## config.mk

```make
export PLATFORM = sky130hd
export DESIGN_NAME = printable_run_octal_escaper_flat
export DESIGN_NICKNAME = d
export VERILOG_FILES = /design/src/rtl/proe_pkg.sv /design/src/rtl/proe_ifs.sv /design/src/rtl/proe_run_buffer.sv /design/src/rtl/proe_out_stage.sv /design/src/rtl/printable_run_octal_escaper.sv /design/src/flat_wrapper.sv
export SDC_FILE = /design/constraint.sdc
export NUM_CORES = 1
export LEC_CHECK = 0
export CAP_MARGIN = 20
export CORE_UTILIZATION = 45
export DETAILED_ROUTE_END_ITERATION = 10
export DONT_BUFFER_PORTS = 1
export GPL_TIMING_DRIVEN = 0
export PLACE_DENSITY = 0.61
export SYNTH_ARGS = -nofsm -noshare
export SYNTH_HDL_FRONTEND = slang
export SYNTH_SLANG_ARGS = --single-unit
export TNS_END_PERCENT = 1
```

## constraint.sdc

```tcl
create_clock -name clock -period 3.6 [get_ports clock]
set_input_delay 0.18 -clock clock [delete_from_list [all_inputs] [get_ports clock]]
set_output_delay 0.18 -clock clock [all_outputs]
set_load 0.02 [all_outputs]
```

## src/rtl/proe_pkg.sv

```systemverilog
`default_nettype none
// ----------------------------------------------------------------------------
// Octal escaper package
// Shared widths, character constants, the result item type and the escape
// character formatter.
// ----------------------------------------------------------------------------
package proe_pkg;

   localparam int BYTE_W      = 8;
   localparam int THR_W       = 4;
   localparam int MAX_RUN_DEF = 15;
   localparam int ESC_LEN     = 4;
   localparam int DIGIT_W     = $clog2(ESC_LEN);

   localparam logic [THR_W-1:0]   THR_RESET      = 4'd4;
   localparam logic [BYTE_W-1:0]  PRINT_LOW      = 8'h20;
   localparam logic [BYTE_W-1:0]  PRINT_HIGH     = 8'h7E;
   localparam logic [BYTE_W-1:0]  ESC_CHAR       = 8'h5C;
   localparam logic [BYTE_W-1:0]  DIGIT_BASE     = 8'h30;
   localparam logic [DIGIT_W-1:0] DIGIT_LEAD     = 2'd0;
   localparam logic [DIGIT_W-1:0] DIGIT_HIGH     = 2'd1;
   localparam logic [DIGIT_W-1:0] DIGIT_MID      = 2'd2;
   localparam logic [DIGIT_W-1:0] DIGIT_LOW      = 2'd3;

   typedef struct packed {
      logic [BYTE_W-1:0] out_char;
      logic              out_last;
   } out_item_type;

   // One character of the backslash and three octal digit form of a byte.
   function automatic logic [BYTE_W-1:0] esc_char(input logic [BYTE_W-1:0]  b,
                                                  input logic [DIGIT_W-1:0] digit);
      logic [BYTE_W-1:0] c;
      unique case (digit)
         DIGIT_LEAD: c = ESC_CHAR;
         DIGIT_HIGH: c = DIGIT_BASE + {6'd0, b[7:6]};
         DIGIT_MID:  c = DIGIT_BASE + {5'd0, b[5:3]};
         default:    c = DIGIT_BASE + {5'd0, b[2:0]};
      endcase
      return c;
   endfunction

endpackage
`default_nettype wire

```

## src/rtl/proe_ifs.sv

```systemverilog
`default_nettype none
// ----------------------------------------------------------------------------
// Octal escaper channels
// Valid/ready interfaces for the byte request channel and the character
// response channel.
// ----------------------------------------------------------------------------
interface proe_req_if;
   logic       valid;
   logic       ready;
   logic [7:0] in_byte;
   logic       end_of_string;

   modport source (output valid, output in_byte, output end_of_string, input ready);
   modport sink   (input valid, input in_byte, input end_of_string, output ready);
endinterface

interface proe_rsp_if;
   logic       valid;
   logic       ready;
   logic [7:0] out_char;
   logic       out_last;

   modport source (output valid, output out_char, output out_last, input ready);
   modport sink   (input valid, input out_char, input out_last, output ready);
endinterface
`default_nettype wire

```

## src/rtl/proe_run_buffer.sv

```systemverilog
`default_nettype none
// ----------------------------------------------------------------------------
// Held run buffer
// Synchronous memory of the printable bytes held in the current run, one
// write and one registered read per cycle.
// ----------------------------------------------------------------------------
module proe_run_buffer #(
   parameter int MAX_RUN = proe_pkg::MAX_RUN_DEF,
   parameter int ADDR_W  = (MAX_RUN > 1) ? $clog2(MAX_RUN) : 1
) (
   input  wire                        clock,
   input  wire                        wr_en,
   input  wire  [ADDR_W-1:0]          wr_addr,
   input  wire  [proe_pkg::BYTE_W-1:0] wr_data,
   input  wire                        rd_en,
   input  wire  [ADDR_W-1:0]          rd_addr,
   output logic [proe_pkg::BYTE_W-1:0] rd_data_ff
);
   import proe_pkg::*;

   logic [BYTE_W-1:0] mem [MAX_RUN];

   always_ff @(posedge clock) begin
      if (wr_en) begin
         mem[wr_addr] <= wr_data;
      end
   end

   // Entries are read only after the accept cycle that wrote them.
   always_ff @(posedge clock) begin
      if (rd_en) begin
         rd_data_ff <= mem[rd_addr];
      end
   end

endmodule
`default_nettype wire

```

## src/rtl/proe_out_stage.sv

```systemverilog
`default_nettype none
// ----------------------------------------------------------------------------
// Response output register
// Holds one character for the response channel and takes a new one in the
// cycle the current one is taken.
// ----------------------------------------------------------------------------
module proe_out_stage (
   input  wire                     clock,
   input  wire                     reset,
   input  wire                     push_valid,
   input  proe_pkg::out_item_type  push_item,
   output logic                    push_ready,
   proe_rsp_if.source              rsp_ch
);
   import proe_pkg::*;

   logic         valid_ff;
   logic         valid_in;
   out_item_type item_ff;

   assign push_ready = !valid_ff || rsp_ch.ready;

   always_comb begin
      valid_in = valid_ff;
      if (push_ready) begin
         valid_in = push_valid;
      end
   end

   always_ff @(posedge clock) begin
      if (reset) begin
         valid_ff <= 1'b0;
      end else begin
         valid_ff <= valid_in;
      end
   end

   always_ff @(posedge clock) begin
      if (push_valid && push_ready) begin
         item_ff <= push_item;
      end
   end

   assign rsp_ch.valid    = valid_ff;
   assign rsp_ch.out_char = item_ff.out_char;
   assign rsp_ch.out_last = item_ff.out_last;

endmodule
`default_nettype wire

```

## src/rtl/printable_run_octal_escaper.sv

```systemverilog
`default_nettype none
// ----------------------------------------------------------------------------
// Printable run octal escaper
// Escapes all non-printable bytes, and short printable runs that one ends,
// as a backslash and three octal digits; other printable runs pass literally.
// ----------------------------------------------------------------------------
// Usage:
// Each request on req_ch carries one byte and a flag on the last byte of the
// string. Each response on rsp_ch carries one character; out_last marks the
// final character produced for a string. csr_wr_en/csr_wr_data set the run
// threshold; the user must write it only while the block is idle, which the
// block does not enforce. A printable byte that is held produces nothing and
// the block is ready again in the next cycle. A byte in a run already released
// passes straight out. When a run is released, the held run memory is read
// one entry per fetch: a literal byte goes through a fetch and an emit, an
// escaped byte through a fetch and four characters. A non-printable byte then
// adds the four characters of its own escape. The sequencer and the single
// read port of the run memory set the pace; the block takes no new request
// until the current one is emitted. The first response for a byte that passes
// straight through or a lone escape goes through the sequencer state and then
// the output register; when the held run is read first, the registered memory
// read lies between them. Reset clears the held count, the pass-through flag
// and the response valid, and sets the threshold to 4; the run memory needs no
// clearing. When the receiver stalls, the output register holds its character
// and the sequencer waits in place.
// ----------------------------------------------------------------------------
module printable_run_octal_escaper #(
   parameter int MAX_RUN = proe_pkg::MAX_RUN_DEF
) (
   input  wire                        clock,
   input  wire                        reset,
   input  wire                        csr_wr_en,
   input  wire  [proe_pkg::THR_W-1:0] csr_wr_data,
   proe_req_if.sink                   req_ch,
   proe_rsp_if.source                 rsp_ch
);
   import proe_pkg::*;

   localparam int CNT_W  = $clog2(MAX_RUN + 1);
   localparam int ADDR_W = (MAX_RUN > 1) ? $clog2(MAX_RUN) : 1;
   localparam logic [CNT_W-1:0] MAX_CNT = CNT_W'(MAX_RUN);

   localparam logic [2:0] ST_IDLE  = 3'd0;
   localparam logic [2:0] ST_FETCH = 3'd1;
   localparam logic [2:0] ST_EMIT  = 3'd2;
   localparam logic [2:0] ST_TAIL  = 3'd3;
   localparam logic [2:0] ST_PASS  = 3'd4;

   // Control state.
   logic [2:0]         state_ff, state_in;
   logic [CNT_W-1:0]   count_ff, count_in;
   logic               passing_ff, passing_in;
   logic [THR_W-1:0]   thr_ff, thr_in;
   logic [CNT_W-1:0]   idx_ff, idx_in;
   logic [DIGIT_W-1:0] digit_ff, digit_in;

   // Per request context, loaded at acceptance.
   logic [BYTE_W-1:0]  byte_ff;
   logic               eos_ff;
   logic               tail_ff;
   logic               escape_ff;
   logic [CNT_W-1:0]   cnt_ff;
   logic               load_ctx;
   logic               tail_in;
   logic               escape_in;
   logic [CNT_W-1:0]   cnt_in;

   logic               accept;
   logic               printable;
   logic [CNT_W-1:0]   thr_sat;
   logic [CNT_W-1:0]   held_next;
   logic               release_run;
   logic               wr_en;
   logic               rd_en;
   logic [BYTE_W-1:0]  rd_data;

   logic               entry_done;
   logic               final_entry;
   logic               push_valid;
   logic               push_ready;
   out_item_type       push_item;

   assign req_ch.ready = (state_ff == ST_IDLE);
   assign accept       = req_ch.valid && req_ch.ready;
   assign printable    = (req_ch.in_byte >= PRINT_LOW) && (req_ch.in_byte <= PRINT_HIGH);

   // Threshold above the buffer size saturates so the buffer never overflows.
   assign thr_sat     = (32'(thr_ff) > MAX_RUN) ? MAX_CNT : CNT_W'(thr_ff);
   assign held_next   = (count_ff < MAX_CNT) ? CNT_W'(count_ff + 1'b1) : count_ff;
   assign release_run = (held_next >= thr_sat);
   assign wr_en       = accept && printable && !passing_ff && (count_ff < MAX_CNT);
   assign rd_en       = (state_ff == ST_FETCH);

   proe_run_buffer #(
      .MAX_RUN (MAX_RUN),
      .ADDR_W  (ADDR_W)
   ) u_run_buffer (
      .clock      (clock),
      .wr_en      (wr_en),
      .wr_addr    (count_ff[ADDR_W-1:0]),
      .wr_data    (req_ch.in_byte),
      .rd_en      (rd_en),
      .rd_addr    (idx_ff[ADDR_W-1:0]),
      .rd_data_ff (rd_data)
   );

   assign entry_done  = !escape_ff || (digit_ff == DIGIT_LOW);
   assign final_entry = (CNT_W'(idx_ff + 1'b1) == cnt_ff);

   // Character produced in the current sequencer state.
   always_comb begin
      push_valid         = 1'b0;
      push_item.out_char = byte_ff;
      push_item.out_last = 1'b0;
      unique case (state_ff)
         ST_EMIT: begin
            push_valid         = 1'b1;
            push_item.out_char = escape_ff ? esc_char(rd_data, digit_ff) : rd_data;
            push_item.out_last = eos_ff && !tail_ff && entry_done && final_entry;
         end
         ST_TAIL: begin
            push_valid         = 1'b1;
            push_item.out_char = esc_char(byte_ff, digit_ff);
            push_item.out_last = eos_ff && (digit_ff == DIGIT_LOW);
         end
         ST_PASS: begin
            push_valid         = 1'b1;
            push_item.out_last = eos_ff;
         end
         default: begin
         end
      endcase
   end

   // Sequencer: decides the job at acceptance, then walks the held run and
   // the trailing escape one character at a time, waiting while the output is full.
   always_comb begin
      state_in   = state_ff;
      count_in   = count_ff;
      passing_in = passing_ff;
      idx_in     = idx_ff;
      digit_in   = digit_ff;
      load_ctx   = 1'b0;
      tail_in    = 1'b0;
      escape_in  = 1'b0;
      cnt_in     = count_ff;
      thr_in     = csr_wr_en ? csr_wr_data : thr_ff;

      unique case (state_ff)
         ST_IDLE: begin
            if (accept) begin
               load_ctx = 1'b1;
               idx_in   = '0;
               digit_in = DIGIT_LEAD;
               if (printable && passing_ff) begin
                  // Run already released: the byte goes straight out.
                  state_in   = ST_PASS;
                  passing_in = !req_ch.end_of_string;
               end else if (printable) begin
                  if (release_run || req_ch.end_of_string) begin
                     state_in   = ST_FETCH;
                     cnt_in     = held_next;
                     count_in   = '0;
                     passing_in = release_run && !req_ch.end_of_string;
                  end else begin
                     count_in = held_next;
                  end
               end else begin
                  // Non-printable: escape the short run if any, then the byte.
                  tail_in    = 1'b1;
                  escape_in  = 1'b1;
                  count_in   = '0;
                  passing_in = 1'b0;
                  if (!passing_ff && (count_ff != '0)) begin
                     state_in = ST_FETCH;
                  end else begin
                     state_in = ST_TAIL;
                  end
               end
            end
         end
         ST_FETCH: begin
            state_in = ST_EMIT;
         end
         ST_EMIT: begin
            if (push_ready) begin
               if (entry_done) begin
                  digit_in = DIGIT_LEAD;
                  if (final_entry) begin
                     state_in = tail_ff ? ST_TAIL : ST_IDLE;
                  end else begin
                     idx_in   = CNT_W'(idx_ff + 1'b1);
                     state_in = ST_FETCH;
                  end
               end else begin
                  digit_in = digit_ff + 1'b1;
               end
            end
         end
         ST_TAIL: begin
            if (push_ready) begin
               if (digit_ff == DIGIT_LOW) begin
                  digit_in = DIGIT_LEAD;
                  state_in = ST_IDLE;
               end else begin
                  digit_in = digit_ff + 1'b1;
               end
            end
         end
         ST_PASS: begin
            if (push_ready) begin
               state_in = ST_IDLE;
            end
         end
         default: begin
            state_in = ST_IDLE;
         end
      endcase
   end

   always_ff @(posedge clock) begin
      if (reset) begin
         state_ff   <= ST_IDLE;
         count_ff   <= '0;
         passing_ff <= 1'b0;
         thr_ff     <= THR_RESET;
         idx_ff     <= '0;
         digit_ff   <= DIGIT_LEAD;
      end else begin
         state_ff   <= state_in;
         count_ff   <= count_in;
         passing_ff <= passing_in;
         thr_ff     <= thr_in;
         idx_ff     <= idx_in;
         digit_ff   <= digit_in;
      end
   end

   always_ff @(posedge clock) begin
      if (load_ctx) begin
         byte_ff   <= req_ch.in_byte;
         eos_ff    <= req_ch.end_of_string;
         tail_ff   <= tail_in;
         escape_ff <= escape_in;
         cnt_ff    <= cnt_in;
      end
   end

   proe_out_stage u_out_stage (
      .clock      (clock),
      .reset      (reset),
      .push_valid (push_valid),
      .push_item  (push_item),
      .push_ready (push_ready),
      .rsp_ch     (rsp_ch)
   );

endmodule
`default_nettype wire

```

## src/flat_wrapper.sv

```systemverilog
// flat-port wrapper written by rule: the top's interface ports become plain ports
module printable_run_octal_escaper_flat import proe_pkg::*;
#(
   parameter int MAX_RUN = proe_pkg::MAX_RUN_DEF
)
  (clock, reset, csr_wr_en, csr_wr_data, req_ch_valid, req_ch_in_byte, req_ch_end_of_string, req_ch_ready, rsp_ch_valid, rsp_ch_out_char, rsp_ch_out_last, rsp_ch_ready);
  proe_req_if req_ch_i ();
  proe_rsp_if rsp_ch_i ();
  input  wire clock;
  input  wire reset;
  input  wire csr_wr_en;
  input  wire  [proe_pkg::THR_W-1:0] csr_wr_data;
  input wire logic [$bits(req_ch_i.valid)-1:0] req_ch_valid;
  input wire logic [$bits(req_ch_i.in_byte)-1:0] req_ch_in_byte;
  input wire logic [$bits(req_ch_i.end_of_string)-1:0] req_ch_end_of_string;
  output wire logic [$bits(req_ch_i.ready)-1:0] req_ch_ready;
  output wire logic [$bits(rsp_ch_i.valid)-1:0] rsp_ch_valid;
  output wire logic [$bits(rsp_ch_i.out_char)-1:0] rsp_ch_out_char;
  output wire logic [$bits(rsp_ch_i.out_last)-1:0] rsp_ch_out_last;
  input wire logic [$bits(rsp_ch_i.ready)-1:0] rsp_ch_ready;
  assign req_ch_i.valid = req_ch_valid;
  assign req_ch_i.in_byte = req_ch_in_byte;
  assign req_ch_i.end_of_string = req_ch_end_of_string;
  assign req_ch_ready = req_ch_i.ready;
  assign rsp_ch_valid = rsp_ch_i.valid;
  assign rsp_ch_out_char = rsp_ch_i.out_char;
  assign rsp_ch_out_last = rsp_ch_i.out_last;
  assign rsp_ch_i.ready = rsp_ch_ready;
  printable_run_octal_escaper #(.MAX_RUN(MAX_RUN)) u_core (.clock(clock), .reset(reset), .csr_wr_en(csr_wr_en), .csr_wr_data(csr_wr_data), .req_ch(req_ch_i), .rsp_ch(rsp_ch_i));
endmodule
```

==> results_dict.tcl, run 1 <==
set metrics [dict create \
    outcome "finished, final reports clean" \
    diodes 0 \
    fmax_mhz 341.0 \
    clk_latency_ns 0.43 \
    met1_usage_pct 27.23 \
    htree_num_levels 4 \
    ir_drop_uv 340.5 \
    finalSetupTns_ns 0 \
    grt_max_degree 19 \
    ant_nets 0 \
    relSlewSlack_pct 42.57 \
    die_w_um 129.4 \
    synth_cell_types 57 \
    yosys.area.top_type "edfxtp_1" \
    path_max_fanout 7 \
    portBuffers 0 \
    place_ws_ns 0.6916 \
    area_growth_pct 13.62 \
    globalRouteOverflowTotal 0 \
    cp_cell_sequence "ha_1, mux2_2, ha_1, or4_1, a21oi_1, nor2_1, nand2_1, mux2_1" \
    grt_pass1_wl_um 24230 \
    synth_edf_count 151 \
    syn_nets 504 \
    worst_ep_required_time_ns 3.78 \
    reg2reg_slack_ns 0.67 \
    cts_resized 0 \
    synth_seq_cells 170 \
    dr.pass1.iters 5 \
    busiest_layer "met2" \
    power.leakage_uw 0.002671 \
    synthesis.area_mm2 0.007306 \
    stdcell_count 737 \
    initial_core_util_pct 45.99 \
    drtIter0Drc 403 \
    drive_above_1_share_pct 17.47 \
    nets 541 \
    register_area_mm2 0.004915 \
    dieArea_mm2 0.01675 \
    fin_ws_ns 0.6674 \
    drv_cap 0 \
    synth_ff_type "edfxtp_1" \
    wl_per_cell_um 21.28 \
    drc_errors 0 \
    post-route-min-period_ns 2.933 \
    ys_seq_area_share_pct 67.27 \
    finalWirelength_um 15680 \
    setup_viol 0 \
    via_per_inst 5.575 \
    rsz0062_at_grt "false" \
    rows 46 \
    fin_crit_sh_pct 81.46 \
    multi_input_area_mm2 0.002218 \
    vias 4109 \
    synthTopCellsByArea "edfxtp_1 62%, mux4_2 9.9%, dfxtp_1 5.2%, ha_1 2.4%, mux2i_1 2.1%" \
    core_area_mm2 0.01589 \
    netlist.area_leader.share_pct 62.07 \
    power_density_mw_per_mm2 603.0 \
    cts_buffers 17 \
    hold_viol_final 0 \
    worst_setup_path_start_kind "flop" \
    met2_usage_pct 33.49 \
    grt_pass1_vias 4150 \
    skew_ns 0.01126 \
    yosysMostFrequentCell "edfxtp_1" \
    netlist_instances 472 \
    synth.avg_cell_area_um2 15.48 \
    place_inst 693 \
    synth_top_cells_by_count "151 x edfxtp_1, 34 x nand2_1, 34 x nor2_1" \
    clock-sinks 170 \
    hold_class "in -> reg" \
    ys_warn_count 0 \
    clk_path_buf_depth 2 \
    place_congestion 0.8300 \
    root_buffer "clkbuf_16" \
    cp_slowest_cell "or4_1" \
    async_flop_share_pct 0 \
    path_common_cell "ha_1" \
    clk_pin_slew_ns 0.07 \
    crit_path_end_kind "flop" \
    cts_tree "built" \
    fillers 1328 \
    utilization_pct 52.25 \
    dieHeight_um 129.4 \
    path_class "reg -> reg" \
    ios 29 \
    critical_path_arrival_ns 3.12 \
    track_usage_pct 20.61 \
    hpwl_um 10360 \
    cpPeakStageDelay_ns 0.51 \
    met3_usage_pct 4.335 \
    tightest_slew_ns 0.8583 \
    maxSlewViolCount 0 \
    antenna_found_initial 0 \
]
## layout by cell type (no fill, tap or decap), drive strengths merged, types with 14 or more instances in the layout
cell / instances
edfxtp: 151
nor2: 35
nand2: 34
mux4: 32
clkbuf: 31
o21ai: 25
inv: 21
dfxtp: 19
a21oi: 17
mux2i: 15
ha: 14
buf: 14
## report_power, final
part | switching [uW] | leakage (uW) | total (uW) | internal, uW
Sequential | 96.1 | 0.00153 | 2420 | 2330
Combinational | 515 | 0.000875 | 828 | 312
Clock | 789 | 0.000270 | 1750 | 965
Total | 1400 | 0.00267 | 5010 | 3610
## repair_timing
item	4_1_cts	5_1_grt
setup buffers	0	0
hold buffers	13	0
endpoints found under the hold margin	134	0
## per-layer routing
layer,vias up,wire length [um]
li1,1910,-
met1,2070,6934
met2,107,7783
met3,22,736
met4,0,225
met5,-,0
## sequential cells by signal, summed over array words and instances, names as in the netlist
register	count
u_core.state_ff	3
u_core.passing_ff	1
u_core.thr_ff	4
u_core.idx_ff	4
u_core.count_ff	4
u_core.digit_ff	2
u_core.u_out_stage.rsp_ch.out_char	8
u_core.tail_ff	1
u_core.cnt_ff	4
u_core.u_out_stage.rsp_ch.valid	1
u_core.u_run_buffer.mem	120
u_core.u_run_buffer.rd_data_ff	8
u_core.u_out_stage.rsp_ch.out_last	1
u_core.byte_ff	8
u_core.eos_ff	1
## through the flow
step / hold WS [ns] / power [uW] / area [um^2]
detailed placement: 0.2793 / 3258 / 7606
floorplan: 0.2789 / 3066 / 7306
global placement: 0.2792 / 3240 / 7576
finish: 0.06201 / 5005 / 8300
CTS: 0.05556 / 5034 / 8300
global route: 0.09036 / 5216 / 8300
## cell families after synthesis
group	synth area share [%]
adders and majority gates	2.398
muxes	12.69
AOI/OAI and AO/OA	6.662
xor gates and xnor gates	1.062
DFF	67.27
buffers and inverters	2.363
and+or+nand+nor	7.553
## final cells by class
class,instances,share of cell area (%)
buffer,23,1.402
clock buffer,17,5.125
clock inverter,14,1.673
inverter,15,0.6783
multi-input combinational,264,26.73
sequential,170,59.21
tap,216,3.256
timing repair buffer,18,1.929
## final timing paths
kind	start	to	cells after the start
hold reg to reg	u_core.thr_ff[2]	u_core.thr_ff[2]	2
setup reg to reg	u_core.count_ff[0]	u_core.cnt_ff[1]	8
setup / recovery	u_core.count_ff[0]	u_core.cnt_ff[1]	8
hold / removal	req_ch_valid	u_core.tail_ff	2
## critical path: cells and delay by family (launching register included)
kind | cells | cell delay [ns]
and+or+nand+nor | 3 | 0.74
DFF | 1 | 0.47
muxes | 2 | 0.74
adders and majority gates | 2 | 0.52
AOI/OAI and AO/OA | 1 | 0.20
Power figures use the tool's default switching activity.
==> run 2, diff against run 1 <==
--- a/config.mk
+++ b/config.mk
@@ -10,7 +10,7 @@
 export DETAILED_ROUTE_END_ITERATION = 10
 export DONT_BUFFER_PORTS = 1
 export GPL_TIMING_DRIVEN = 0
-export PLACE_DENSITY = 0.61
+export PLACE_DENSITY = 0.63
 export SYNTH_ARGS = -nofsm -noshare
 export SYNTH_HDL_FRONTEND = slang
 export SYNTH_SLANG_ARGS = --single-unit
==> constraint.sdc (replaced) <==
create_clock -name clock -period 2.4 [get_ports clock]
set_input_delay 0.12 -clock clock [delete_from_list [all_inputs] [get_ports clock]]
set_output_delay 0.12 -clock clock [all_outputs]
set_load 0.02 [all_outputs]
==> run 2 against run 1 <==
The run now ends with setup timing left. Critical endpoint is now u_core.cnt_ff[3]. Combinational power up 61%. Worst setup slack worse by 0.73 ns. Die area unchanged. Sequential share of layout area is 2.6 points lower. Global-route usage increased by 0.22 points. Clock power rose by 48%. Count of clock-buffer cells in the layout unchanged.
==> results_dict.tcl, run 2 (synthesis results as in run 1) <==
set metrics [dict create \
    clock-sinks 170 \
    ios 29 \
    rsz0062_at_grt "true" \
    htree_num_levels 4 \
    p_int_uw 5369 \
    initial_core_util_pct 45.99 \
    place_congestion 0.8117 \
    antenna_found_initial 0 \
    drv_cap 0 \
    power.switching_uw 2174 \
    violations "setup timing" \
    top_register "u_core.u_run_buffer.mem" \
    sw_frac_of_total_pct 28.82 \
    hold_viol_final 0 \
    wl_per_cell_um 21.23 \
    fillers 1279 \
    via_per_inst 5.627 \
    tightest_slew_ns 0.7575 \
    grt_pass1_vias 4119 \
    critical_path.top_delay_family "simple AND/OR/NAND/NOR gates" \
    worst_setup_path_start_kind "flop" \
    cpPeakStageDelay_ns 0.53 \
    cts_buffers 17 \
    vias 4243 \
    largest_register_ffs 120 \
    cts_tree "built" \
    cp_slowest_cell "or4_4" \
    nets 556 \
    fin_hold_ws_ns 0.04397 \
    clkPwrFrac_pct 34.3 \
    layout_common_cells "151 x edfxtp_1, 32 x mux4_2, 29 x nand2_1, 21 x nor2_1" \
    fmax_mhz 406.8 \
    hold_class "in -> reg" \
    post-route-min-period_ns 2.458 \
    track_usage_pct 20.83 \
    power_density_mw_per_mm2 866.1 \
    portBuffers 0 \
    setup_viol 4 \
    dieArea_mm2 0.01675 \
    cp_cell_sequence "buf_4, nand3_2, nor2_2, mux2i_2, ha_2, or4_4, a21oi_4, nor2_2, nand2_2, mux2_4" \
    seq_power_share_pct 48.1 \
    final_common_cell "edfxtp_1" \
    fin_ws_ns -0.05808 \
    path_max_fanout 4 \
    core_area_mm2 0.01589 \
    utilization_pct 54.83 \
    power.total_uw 7543 \
    hpwl_um 10290 \
    crit_path_end_kind "flop" \
    finalWirelength_um 16010 \
    path_class "reg -> reg" \
    clk_pin_slew_ns 0.07 \
    outcome "complete, but fails checks" \
    fin_crit_sh_pct 102.4 \
    root_buffer "clkbuf_16" \
    drc_errors 0 \
    dieHeight_um 129.4 \
    ant_nets 0 \
    combPwrFrac_pct 17.6 \
    critical_path_arrival_ns 2.64 \
    globalRouteOverflowTotal 0 \
    clk_latency_ns 0.44 \
    maxSlewViolCount 0 \
    worst_ep_required_time_ns 2.58 \
    grt_pass1_wl_um 24400 \
    critPathBufInv 1 \
    relSlewSlack_pct 49.31 \
    path_common_cell "nor2_2" \
    die_w_um 129.4 \
    power.leakage_uw 0.002827 \
    grt_max_degree 18 \
    skew_ns 0.009948 \
    drive_above_1_share_pct 28.68 \
    place_ws_ns -0.4923 \
    dr.pass1.iters 5 \
    ir_drop_uv 488.3 \
    rows 46 \
    area_growth_pct 19.22 \
    drtIter0Drc 326 \
    clk_path_buf_depth 2 \
]
## run 2: worst paths after layout
kind                       from                  to  slack (ns)  depth (start not counted)
max          u_core.count_ff[0]    u_core.cnt_ff[3]       -0.06                         10
min                req_ch_valid  u_core.digit_ff[0]        0.04                          3
max reg2reg  u_core.count_ff[0]    u_core.cnt_ff[3]       -0.06                         10
min reg2reg    u_core.thr_ff[3]    u_core.thr_ff[3]        0.50                          2
## run 2: metrics by stage
stage          setup TNS, ns  cells  area [um^2]
2_1_floorplan         -2.889    472         7325
3_3_place_gp          -54.65    688         7595
3_5_place_dp          -41.30    693         7627
4_1_cts              -0.1369    744         8583
5_1_grt              -0.5709    753         8707
6_report             -0.1707    754         8710
## run 2: area by class of cell
class / count / area [um^2] / area share (%)
Multi-Input combinational cell: 264 / 2469 / 28.34
Clock inverter: 15 / 137.6 / 1.580
Clock buffer: 17 / 425.4 / 4.884
Sequential cell: 170 / 4927 / 56.57
Inverter: 15 / 58.81 / 0.6752
Antenna cell: 1 / 2.502 / 0.02873
Timing Repair Buffer: 33 / 280.3 / 3.218
Buffer: 23 / 138.9 / 1.595
Tap cell: 216 / 270.3 / 3.103
## run 2: worst reg2reg max path: stages, from the launching register on
cell     delay [ns]
dfxtp_4        0.38
buf_4          0.12
nand3_2        0.08
nor2_2         0.13
mux2i_2        0.11
ha_2           0.22
or4_4          0.53
a21oi_4        0.15
nor2_2         0.06
nand2_2        0.12
mux2_4         0.31
## run 2: power groups by stage
stage / clock network (uW) / logic (uW) / registers, uW
floorplan: 0 / 928 / 3670
global placement: 0 / 1160 / 3700
detailed placement: 0 / 1190 / 3700
CTS: 2610 / 1290 / 3630
global route: 2720 / 1460 / 3650
finish: 2590 / 1330 / 3630
## run 2: what timing repair did
| action | CTS | global route |
|---|---|---|
| hold buffers | 13 | 1 |
| pin swaps | 2 | 4 |
| endpoints found under the hold margin | 134 | 2 |
| buffers inserted | 6 | 8 |
| resized for setup | 60 | 16 |
| endpoints found under the setup margin | 119 | 103 |
## run 2: per-layer routing
metal	GRT usage, %	vias to the layer above	part of all wire, %
li1	-	1948	-
met1	27.06	2155	43
met2	34.76	121	51
met3	4.211	19	5.0
met4	7.866	0	1.4
met5	0	-	0
==> run 3, diff against run 2 <==
--- a/config.mk
+++ b/config.mk
@@ -6,11 +6,11 @@
 export NUM_CORES = 1
 export LEC_CHECK = 0
 export CAP_MARGIN = 20
-export CORE_UTILIZATION = 45
+export CORE_UTILIZATION = 40
 export DETAILED_ROUTE_END_ITERATION = 10
 export DONT_BUFFER_PORTS = 1
 export GPL_TIMING_DRIVEN = 0
-export PLACE_DENSITY = 0.63
+export PLACE_DENSITY = 0.57
 export SYNTH_ARGS = -nofsm -noshare
 export SYNTH_HDL_FRONTEND = slang
 export SYNTH_SLANG_ARGS = --single-unit
==> run 3 against run 2 <==
The run still ends with setup timing left. Global-route usage fell by 1.7 points. Final cell count rose by 1.3%. Routed wire length up 3.4%. Hold slack improved by 0.0016 ns. Die area up 12%. First-iteration DRC count decreased by 10%. Clock power grew 7%. Register-to-register slack gained 0.02 ns. Sequential share of layout area decreased by 0.40 points. Critical path type unchanged.
==> results_dict.tcl, run 3 (synthesis results as in run 1) <==
set metrics [dict create \
    outcome "complete, but fails checks" \
    violations "setup timing" \
    fin_ws_ns -0.03798 \
    grt_pass1_wl_um 25250 \
    fin_crit_sh_pct 101.6 \
    cts_buffers 17 \
    power_density_mw_per_mm2 880.8 \
    setup_viol 4 \
    power.leakage_uw 0.002844 \
    skew_ns 0.01151 \
    cpPeakStageDelay_ns 0.49 \
    worst_setup_path_start_kind "flop" \
    holdCritStartpoint "req_ch_valid" \
    grt_pass1_vias 4272 \
    top_register "u_core.u_run_buffer.mem" \
    drv_cap 0 \
    hold_viol_final 0 \
    drtIter0Drc 293 \
    rows 49 \
    wirelength_met1_um 7262 \
    crit_path_end_kind "flop" \
    clk_pin_slew_ns 0.07 \
    fmax_mhz 410.2 \
    worst_ep_required_time_ns 2.58 \
    finalWirelength_um 16550 \
    register_area_mm2 0.004927 \
    portBuffers 0 \
    fillers 1520 \
    clk_latency_ns 0.43 \
    nets 554 \
    dieArea_mm2 0.01881 \
    diodes 0 \
    cp_slowest_cell "or4_4" \
    fin_hold_ws_ns 0.04554 \
    rsz0062_at_grt "true" \
    power.total_uw 7727 \
    ant_nets 0 \
    r2r_end "u_core.cnt_ff[1]" \
    hold_class "in -> reg" \
    placed_cell_area_mm2 0.007641 \
    largest_register_ffs 120 \
    ff2ff_path_depth 10 \
    min_to "u_core.digit_ff[0]" \
    path_max_fanout 4 \
    maxSlewViolCount 0 \
    grt_max_degree 19 \
    ios 29 \
    post-route-min-period_ns 2.438 \
    area_growth_pct 20.07 \
    hpwl_um 10730 \
    place_congestion 0.8331 \
    cts_tree "built" \
    tightest_slew_ns 0.7459 \
    reg2reg_from "u_core.count_ff[1]" \
    final_common_cell "edfxtp_1" \
    relSlewSlack_pct 50.09 \
    htree_num_levels 4 \
    finalSetupTns_ns -0.1198 \
    dr_wl_met3_um 791 \
    ir_drop_uv 731.3 \
    path_class "reg -> reg" \
    top_layer "met4" \
    root_buffer "clkbuf_16" \
    critical_path_arrival_ns 2.62 \
    wl_per_cell_um 21.67 \
    multi_input_area_mm2 0.002492 \
    drc_errors 0 \
    min_path_cells 3 \
    globalRouteOverflowTotal 0 \
    antenna_found_initial 0 \
    layout_common_cells "151 x edfxtp_1, 32 x mux4_2, 28 x nand2_1, 20 x nor2_1, 18 x o21ai_1" \
    track_usage_pct 19.14 \
    via_per_inst 5.572 \
    drive_above_1_share_pct 29.16 \
    clock-sinks 170 \
    design_area_mm2 0.008772 \
    cp_cell_sequence "inv_2, ha_1, nand2_2, o21ai_2, ha_2, or4_4, a21oi_4, nor2_4, nand2_4, mux2_4" \
    clk_path_buf_depth 2 \
    die_w_um 137.1 \
    vias 4257 \
    dr.pass1.iters 7 \
    met2_length_um 8254 \
    core_area_mm2 0.01790 \
    reg2reg_slack_ns -0.04 \
    initial_core_util_pct 40.81 \
    dieHeight_um 137.1 \
]
[run 3: cell count changes in the layout (fill, tap and decap cells not counted), moves of 2 or more]
cell | before | now
buf_4 | 18 | 13
clkinv_8 | 1 | 3
clkinv_4 | 5 | 1
clkinv_1 | 2 | 0
inv_6 | 2 | 5
clkbuf_8 | 2 | 0
buf_6 | 3 | 5
[run 3: metal layers]
metal	vias up	track usage [%]
li1	1939	-
met1	2181	24.82
met2	118	31.59
met3	19	4.074
met4	0	6.960
met5	-	0
[run 3: how the worst max path moves through the flow]
| stage | start | endpoint | slack (ns) | cells past startpoint |
|---|---|---|---|---|
| final | u_core.count_ff[1] | u_core.cnt_ff[1] | -0.04 | 10 |
| after global routing | u_core.count_ff[1] | u_core.cnt_ff[1] | -0.10 | 10 |
| after CTS | u_core.state_ff[2] | u_core.u_run_buffer.mem[11][7] | -0.11 | 7 |
| after detailed placement | u_core.state_ff[2] | u_core.u_run_buffer.mem[1][3] | -0.57 | 10 |
| after global placement | u_core.state_ff[2] | u_core.u_run_buffer.mem[2][6] | -0.93 | 9 |
| after floorplan | u_core.state_ff[1] | u_core.u_run_buffer.mem[1][0] | -0.11 | 10 |
[run 3: power breakdown]
part           switching, uW  internal (uW)  leakage (uW)
combinational            810            518       0.00102
clock                   1270           1490      0.000293
sequential               152           3490       0.00153
total                   2230           5500       0.00284
[run 3: layout make-up]
| cell class | count | area share [%] |
|---|---|---|
| clock buffer | 17 | 4.850 |
| clock inverter | 15 | 2.025 |
| timing repair buffer | 31 | 3.038 |
| multi-input combinational | 264 | 28.41 |
| tap | 229 | 3.266 |
| sequential | 170 | 56.17 |
| inverter | 15 | 0.6704 |
| buffer | 23 | 1.569 |
[run 3: timing repair]
item / 4_1_cts / 5_1_grt
gates resized for setup: 51 / 31
pin swaps: 3 / 5
cloned: 0 / 0
hold buffers: 13 / 1
setup endpoints to repair: 126 / 121
setup buffers: 8 / 4
endpoints found under the hold margin: 134 / 1
[run 3: per-stage QoR]
| stage | worst slack (ns) | util, % | instances |
|---|---|---|---|
| after floorplan | -0.1089 | - | 472 |
| after global placement | -0.9273 | 42.51 | 701 |
| after detailed placement | -0.5697 | 42.68 | 706 |
| after CTS | -0.1100 | 48.11 | 759 |
| after global routing | -0.1036 | 49.00 | 764 |
| final | -0.03798 | 49.00 | 764 |
[run 3: worst max-delay path: cells and delay by family (launching register included)]
kind / cells / cell delay [ns]
fa+ha+maj: 2 / 0.47
buf+inv: 1 / 0.06
flops: 1 / 0.40
compound gates: 2 / 0.25
simple gates: 4 / 0.71
mux: 1 / 0.30
